### src/design/nna_pkg.sv
`default_nettype none
package nna_pkg;
	localparam int DEF_WIDTH = 32;
	localparam int DATA_W = 32;

	typedef enum logic [3:0] {
		FN_ISZERO = 4'd0, FN_SUCC = 4'd1, FN_ADD = 4'd2, FN_EQUAL = 4'd3,
		FN_GREATER = 4'd4, FN_SUB = 4'd5, FN_MUL = 4'd6, FN_QUOT = 4'd7,
		FN_REM = 4'd8
	} func_t;

	typedef enum logic [1:0] {
		ST_OK = 2'd0, ST_NA = 2'd1, ST_OVF = 2'd2
	} status_t;

	typedef enum logic [2:0] {
		CL_DIRECT = 3'd0, CL_MUL = 3'd1, CL_DIV = 3'd2
	} op_class_t;

	// one queued operation between front and back
	typedef struct packed {
		op_class_t cls;
		logic rem_sel;
		logic [DATA_W-1:0] x;
		logic [DATA_W-1:0] y;
		logic [DATA_W-1:0] r;
		status_t st;
	} op_t;

	typedef struct packed {
		logic [DATA_W-1:0] value;
		status_t st;
	} res_t;
endpackage
`default_nettype wire

### src/design/natural_number_alu_core.sv
// Path: push is registered in the front stage, queued in the FIFO and registered again in the back
// end's result register before empty goes low; quotient/remainder also run the bit-serial divider.
// Throughput: one item per cycle while results are popped, except divide: the divider takes no new item until done.
// A 4-entry queue separates front classification from back execution.
// Reset: arst_n asynchronous active low, empties all queues and stages.
`default_nettype none
module natural_number_alu_core #(
	parameter int WIDTH = nna_pkg::DEF_WIDTH
) (
	input  wire logic clk,
	input  wire logic arst_n,
	input  wire logic push,
	output logic full,
	input  wire logic [3:0] func,
	input  wire logic [nna_pkg::DATA_W-1:0] x_value,
	input  wire logic [nna_pkg::DATA_W-1:0] y_value,
	output logic empty,
	input  wire logic pop,
	output logic [nna_pkg::DATA_W-1:0] result_value,
	output logic [1:0] status
);
	import nna_pkg::*;
	op_t f_op, q_op;
	res_t res;
	logic f_v, f_r, q_v, q_r, o_v, in_r;

	assign full = !in_r;
	assign empty = !o_v;
	assign result_value = res.value;
	assign status = res.st;

	nna_front #(.WIDTH(WIDTH)) u_front (
		.clk, .arst_n, .in_valid(push), .in_ready(in_r), .func, .x_value, .y_value,
		.out_valid(f_v), .out_ready(f_r), .out_op(f_op)
	);

	nna_fifo #(.W($bits(op_t)), .DEPTH(4)) u_fifo (
		.clk, .arst_n, .wr_valid(f_v), .wr_ready(f_r), .wr_data(f_op),
		.rd_valid(q_v), .rd_ready(q_r), .rd_data(q_op)
	);

	nna_back #(.WIDTH(WIDTH)) u_back (
		.clk, .arst_n, .in_valid(q_v), .in_ready(q_r), .in_op(q_op),
		.out_valid(o_v), .out_ready(pop), .out_res(res)
	);
endmodule
`default_nettype wire

### src/design/nna_front.sv
`default_nettype none
module nna_front #(
	parameter int WIDTH = nna_pkg::DEF_WIDTH
) (
	input  wire logic clk,
	input  wire logic arst_n,
	input  wire logic in_valid,
	output logic in_ready,
	input  wire logic [3:0] func,
	input  wire logic [nna_pkg::DATA_W-1:0] x_value,
	input  wire logic [nna_pkg::DATA_W-1:0] y_value,
	output logic out_valid,
	input  wire logic out_ready,
	output nna_pkg::op_t out_op
);
	import nna_pkg::*;
	localparam int EW = (WIDTH < DATA_W) ? WIDTH : DATA_W;
	localparam logic [DATA_W:0] MASK = (DATA_W+1)'((65'd1 << EW) - 65'd1);

	op_t op_c, op_s1;
	logic v_s1;
	logic [DATA_W:0] x, y, sum, inc;

	assign in_ready = !v_s1 || out_ready;
	assign out_valid = v_s1;
	assign out_op = op_s1;

	always_comb begin
		x = {1'b0, x_value} & MASK;
		y = {1'b0, y_value} & MASK;
		sum = x + y;
		inc = x + 1'b1;
		op_c.cls = CL_DIRECT;
		op_c.rem_sel = 1'b0;
		op_c.x = x[DATA_W-1:0];
		op_c.y = y[DATA_W-1:0];
		op_c.r = '0;
		op_c.st = ST_OK;
		case (func)
			FN_ISZERO: op_c.r = {{(DATA_W-1){1'b0}}, x == '0};
			FN_SUCC: begin
				op_c.r = inc[DATA_W-1:0] & MASK[DATA_W-1:0];
				if (inc > MASK) op_c.st = ST_OVF;
			end
			FN_ADD: begin
				op_c.r = sum[DATA_W-1:0] & MASK[DATA_W-1:0];
				if (sum > MASK) op_c.st = ST_OVF;
			end
			FN_EQUAL: op_c.r = {{(DATA_W-1){1'b0}}, x == y};
			FN_GREATER: op_c.r = {{(DATA_W-1){1'b0}}, x > y};
			FN_SUB: begin
				if (y > x) op_c.st = ST_NA;
				else op_c.r = DATA_W'(x - y);
			end
			FN_MUL: op_c.cls = CL_MUL;
			FN_QUOT, FN_REM: begin
				op_c.rem_sel = (func == FN_REM);
				if (y == '0) op_c.st = ST_NA;
				else op_c.cls = CL_DIV;
			end
			default: op_c.st = ST_NA;
		endcase
	end

	always_ff @(posedge clk or negedge arst_n) begin
		if (!arst_n) v_s1 <= 1'b0;
		else if (in_ready) v_s1 <= in_valid;
	end

	always_ff @(posedge clk) begin
		if (in_ready && in_valid) op_s1 <= op_c;
	end
endmodule
`default_nettype wire

### src/design/nna_fifo.sv
`default_nettype none
module nna_fifo #(
	parameter int W = 8,
	parameter int DEPTH = 4
) (
	input  wire logic clk,
	input  wire logic arst_n,
	input  wire logic wr_valid,
	output logic wr_ready,
	input  wire logic [W-1:0] wr_data,
	output logic rd_valid,
	input  wire logic rd_ready,
	output logic [W-1:0] rd_data
);
	localparam int AW = $clog2(DEPTH);
	logic [W-1:0] mem_q [DEPTH];
	logic [AW-1:0] wp_q, rp_q;
	logic [AW:0] cnt_q;
	logic wr, rd;

	assign wr_ready = cnt_q != (AW+1)'(DEPTH);
	assign rd_valid = cnt_q != '0;
	assign rd_data = mem_q[rp_q];
	assign wr = wr_valid && wr_ready;
	assign rd = rd_valid && rd_ready;

	always_ff @(posedge clk or negedge arst_n) begin
		if (!arst_n) begin
			wp_q <= '0;
			rp_q <= '0;
			cnt_q <= '0;
		end else begin
			if (wr) wp_q <= (wp_q == AW'(DEPTH-1)) ? '0 : wp_q + 1'b1;
			if (rd) rp_q <= (rp_q == AW'(DEPTH-1)) ? '0 : rp_q + 1'b1;
			cnt_q <= cnt_q + (AW+1)'(wr) - (AW+1)'(rd);
		end
	end

	always_ff @(posedge clk) begin
		if (wr) mem_q[wp_q] <= wr_data;
	end
endmodule
`default_nettype wire

### src/design/nna_back.sv
`default_nettype none
module nna_back #(
	parameter int WIDTH = nna_pkg::DEF_WIDTH
) (
	input  wire logic clk,
	input  wire logic arst_n,
	input  wire logic in_valid,
	output logic in_ready,
	input  wire nna_pkg::op_t in_op,
	output logic out_valid,
	input  wire logic out_ready,
	output nna_pkg::res_t out_res
);
	import nna_pkg::*;
	localparam int EW = (WIDTH < DATA_W) ? WIDTH : DATA_W;
	localparam logic [2*DATA_W-1:0] MASK = (2*DATA_W)'((65'd1 << EW) - 65'd1);
	localparam int CW = $clog2(DATA_W+1);

	logic busy_q, rem_q;
	logic [CW-1:0] cnt_q;
	logic [DATA_W-1:0] quo_q, div_q;
	logic [DATA_W:0] rem_acc_q, trial;
	logic ov_q;
	res_t res_q;
	logic [2*DATA_W-1:0] prod;
	logic accept, slot_free, finish;

	// direct and multiply ops pass straight to the result register; div runs one quotient bit per cycle
	assign slot_free = !ov_q || out_ready;
	assign in_ready = !busy_q && slot_free;
	assign accept = in_valid && in_ready;
	assign finish = busy_q && cnt_q == '0 && slot_free;
	assign out_valid = ov_q;
	assign out_res = res_q;
	assign prod = in_op.x * in_op.y;
	assign trial = {rem_acc_q[DATA_W-1:0], quo_q[DATA_W-1]} - {1'b0, div_q};

	always_ff @(posedge clk or negedge arst_n) begin
		if (!arst_n) begin
			ov_q <= 1'b0;
			busy_q <= 1'b0;
			cnt_q <= '0;
		end else begin
			if (accept && in_op.cls == CL_DIV) begin
				busy_q <= 1'b1;
				cnt_q <= CW'(DATA_W);
			end else if (busy_q && cnt_q != '0) begin
				cnt_q <= cnt_q - 1'b1;
			end else if (finish) begin
				busy_q <= 1'b0;
			end
			if ((accept && in_op.cls != CL_DIV) || finish) ov_q <= 1'b1;
			else if (out_ready) ov_q <= 1'b0;
		end
	end

	always_ff @(posedge clk) begin
		if (accept) begin
			case (in_op.cls)
				CL_MUL: begin
					res_q.value <= prod[DATA_W-1:0] & MASK[DATA_W-1:0];
					res_q.st <= (prod > MASK) ? ST_OVF : ST_OK;
				end
				CL_DIV: begin
					quo_q <= in_op.x;
					div_q <= in_op.y;
					rem_acc_q <= '0;
					rem_q <= in_op.rem_sel;
				end
				default: res_q <= '{value: in_op.r, st: in_op.st};
			endcase
		end else if (busy_q && cnt_q != '0) begin
			if (!trial[DATA_W]) rem_acc_q <= {1'b0, trial[DATA_W-1:0]};
			else rem_acc_q <= {1'b0, rem_acc_q[DATA_W-2:0], quo_q[DATA_W-1]};
			quo_q <= {quo_q[DATA_W-2:0], !trial[DATA_W]};
		end else if (finish) begin
			res_q.value <= rem_q ? rem_acc_q[DATA_W-1:0] : quo_q;
			res_q.st <= ST_OK;
		end
	end
endmodule
`default_nettype wire

### config.mk
export PLATFORM = sky130hd
export DESIGN_NAME = natural_number_alu_core
export DESIGN_NICKNAME = d
export VERILOG_FILES = /design/src/design/nna_pkg.sv /design/src/design/natural_number_alu_core.sv /design/src/design/nna_front.sv /design/src/design/nna_fifo.sv /design/src/design/nna_back.sv
export SDC_FILE = /design/constraint.sdc
export NUM_CORES = 2
export LEC_CHECK = 0
export BUFFER_PORTS_ARGS = -buffer_cell sky130_fd_sc_hd__buf_2
export CAP_MARGIN = 20
export CORE_MARGIN = 2
export CORE_UTILIZATION = 65
export DETAILED_ROUTE_END_ITERATION = 7
export GPL_TIMING_DRIVEN = 0
export MAX_ROUTING_LAYER = met4
export PLACE_DENSITY = 0.82
export SETUP_SLACK_MARGIN = 0.2
export SLEW_MARGIN = 20
export SYNTH_ARGS = -nofsm -noshare
export SYNTH_HDL_FRONTEND = slang
export SYNTH_SLANG_ARGS = --single-unit
### constraint.sdc
create_clock -name clk -period 27.7 [get_ports clk]
set_input_delay 1.385 -clock clk [delete_from_list [all_inputs] [get_ports clk]]
set_output_delay 1.385 -clock clk [all_outputs]
set_load 0.005 [all_outputs]
==> reports/metrics.yaml <==
outcome:
  outcome: "completed"
synthesis:
  syn_area_per_cell_sq_um: 10.2
  async_reset_ff_share_pct: 2.45
  synth_ff_type: "edfxtp_1"
  synth_cell_types: 99
  ys_seq_area_share_pct: 30.2
  synth_common_cells: "1065 x inv_1, 900 x fa_1, 787 x nand2_1"
  synth_nets: 7673
  yosys_warnings: 0
  yosys-top-cells-area: "edfxtp_1 30%, fa_1 28%, ha_1 7.2%, inv_1 6.2%, nand2_1 4.6%"
  synth.most_common_cell: "inv_1"
  synth_cells: 6330
  yosys.area.top_type: "edfxtp_1"
  synth_edf_count: 636
  ys_ff_latch: 652
  yosysTopAreaCellShare_pct: 29.6
  synth_area_sq_um: 64500
cts:
  cts_buffers: 67
  cts_sinks: 652
  hold_buffers: 0
  cts_root_buf: "clkbuf_16"
  cts_buffer_depth: 3
  cts.reportedPaths.clkPinSlew_ns: 0.07
  cts_tree: "built"
  clk_latency_ns: 0.65
  h-tree-depth: 3
  post_cts_buffers: 0
  cts_resized: 0
timing:
  rsz0062_at_grt: "false"
  slew-limit-headroom_pct: 7.97
  final.setup.tns_ns: 0
  slew_violations: 0
  worst_pin_slew_ns: 1.38
  hold_violations: 0
  fmax_mhz: 71.9
  finalClockSkew_ns: 0.0465
  setup_viol: 0
  period_needed_ns: 13.91
  final.period_utilization_pct: 50.2
global_routing:
  gr-usage-met1_pct: 60.6
  grt_busiest_layer: "met2"
  grtUsageMet3_pct: 19.7
  grt_pass1_wl_um: 360000
  grt_pass1_vias: 52616
  grt_use_total_pct: 51.9
  use_met2_pct: 71.3
  overflow: 0
  grt_max_degree: 49
  antenna_found_initial: 21
drt:
  via_count: 52487
  routed_wl_um: 253000
  vias_per_cell: 6.62
  drt_iter0_drc: 7072
  ant_nets: 0
  wl_per_cell_um: 31.9
  route.detailed.drc: 0
  drtPass1Iterations: 8
floorplanning:
  die_area_sq_um: 102000
  die_w_um: 319
  start_util_pct: 65.6
  core-area_sq_um: 98400
  io_pins: 108
  rows: 115
  fp.dieH_um: 319
critical_path:
  cp_slowest_cell: "clkbuf_1"
  startpoint: "u_fifo.rp_q[1]$_DFFE_PN0P_"
  reg2reg_from: "u_fifo.rp_q[1]$_DFFE_PN0P_"
  cp_data_required_time_ns: 28.01
  cp-start-kind: "register"
  critPathCaptureType: "register"
  path_max_fanout: 10
  cpPeakStageDelay_ns: 1.03
  crit_path_frequent_cell: "fa_1"
  arrival_ns: 14.22
  crit_type: "register to register"
worst_hold_path:
  hold_path.class: "register to register"
  worstHoldStart: "u_front.out_op[97]$_DFFE_PP_"
placement:
  port-buffer-count: 104
  gp_congestion: 1.14
  hpwl_um: 198000
finish:
  drive_gt1_share_pct: 7.39
  final_nets: 7893
  areaGrowthSynthToFinish_pct: 8.35
flow_run:
  maxCapViolCount: 0
[metrics by stage]
step           utilization (%)  setup WS, ns  instance area (sq um)  instances  hold WS [ns]
2_1_floorplan                -         18.29                  64500       6330         0.459
3_3_place_gp              67.7         13.57                  66700       7721         0.465
3_5_place_dp              68.7         14.41                  67700       7764         0.480
4_1_cts                   70.9         14.32                  69800       7886         0.483
5_1_grt                   71.0         13.82                  69900       7911         0.499
6_report                  71.0         13.80                  69900       7925         0.479
[worst max-delay path: cells and delay by family, from the launching register on]
| kind | cells | cell delay (ns) |
|---|---|---|
| and+or+nand+nor | 5 | 1.52 |
| muxes | 1 | 0.27 |
| AOI/OAI and AO/OA | 7 | 2.28 |
| buffers and inverters | 7 | 4.36 |
| DFF | 1 | 0.37 |
| adders and majority gates | 9 | 4.68 |
[flip-flops by register name, summed over array words and instances (netlist names)]
signal	flops
u_back.rem_q	1
u_back.rem_acc_q	32
u_back.out_valid	1
u_fifo.rp_q	2
u_fifo.wp_q	2
u_back.div_q	32
u_fifo.cnt_q	3
u_front.out_valid	1
u_front.out_op	101
u_back.busy_q	1
u_back.cnt_q	6
u_back.quo_q	32
u_back.out_res	34
u_fifo.mem_q	404
[cells in the final DEF, fill, tap and decap left out, drive strengths merged, types with 18 or more instances in the layout]
| cell type | Yosys | layout |
|---|---|---|
| inv | 1065 | 1071 |
| nand3 | 72 | 72 |
| o22ai | 27 | 27 |
| diode | 0 | 35 |
| o21a | 54 | 54 |
| nand2 | 787 | 787 |
| a21o | 61 | 61 |
| and2 | 61 | 61 |
| mux2 | 61 | 61 |
| nor3 | 46 | 46 |
| nand4 | 50 | 50 |
| o21bai | 25 | 25 |
| buf | 51 | 202 |
| nand2b | 27 | 27 |
| nor2 | 649 | 649 |
| and3 | 25 | 25 |
| xor2 | 44 | 44 |
| o31ai | 18 | 18 |
| a21oi | 223 | 223 |
| a211oi | 50 | 50 |
| ha | 371 | 371 |
| a221oi | 20 | 20 |
| mux2i | 100 | 100 |
| mux4 | 45 | 45 |
| nor4 | 35 | 35 |
| xnor2 | 55 | 55 |
| clkbuf | 278 | 360 |
| fa | 900 | 900 |
| nor2b | 23 | 23 |
| a31oi | 28 | 28 |
| edfxtp | 636 | 636 |
| o21ai | 217 | 217 |
| clkinv | 3 | 32 |
[cell type report]
type / instances / area [sq um]
Clock inverter: 40 / 338
Tap cell: 1287 / 1610
Sequential cell: 652 / 19500
Inverter: 1068 / 4010
Timing Repair Buffer: 151 / 1360
Fill cell: 7089 / 28500
Buffer: 329 / 1310
Clock buffer: 82 / 1760
Antenna cell: 35 / 87.6
Multi-Input combinational cell: 4281 / 39900
[worst paths after layout]
| kind | cells after the start | slack (ns) | endpoint |
|---|---|---|---|
| max in group asynchronous | 1 | 26.69 | u_back.cnt_q[3]$_DFFE_PN0P_ |
| min in group asynchronous | 1 | 0.68 | u_back.out_valid$_DFFE_PN0P_ |
| min | 0 | 0.48 | u_fifo.mem_q[3][97]$_DFFE_PP_ |
| min reg2reg | 0 | 0.48 | u_fifo.mem_q[3][97]$_DFFE_PP_ |
| max reg2reg | 29 | 13.80 | u_back.out_res[1]$_SDFFCE_PN0P_ |
| max | 29 | 13.80 | u_back.out_res[1]$_SDFFCE_PN0P_ |
[routing by layer]
metal	up-vias	part of all wire, %
li1	21185	-
met1	25708	33
met2	4327	41
met3	1267	15
met4	0	11
met5	-	0
[kinds of logic (layout without fill, tap and decap cells)]
family                     Yosys count  count (layout)  share of synthesized area (%)
xor gates and xnor gates            99              99                           1.34
other                                0              35                              0
AOI/OAI and AO/OA                  871             871                           8.80
and+or+nand+nor                   1834            1834                           12.1
muxes                              206             206                           4.21
DFF                                652             652                           30.2
buffers and inverters             1397            1670                           8.18
adders and majority gates         1271            1271                           35.1
Power is not shown: default switching activity piles up to over one toggle a cycle in this logic, so the estimate is an artifact.
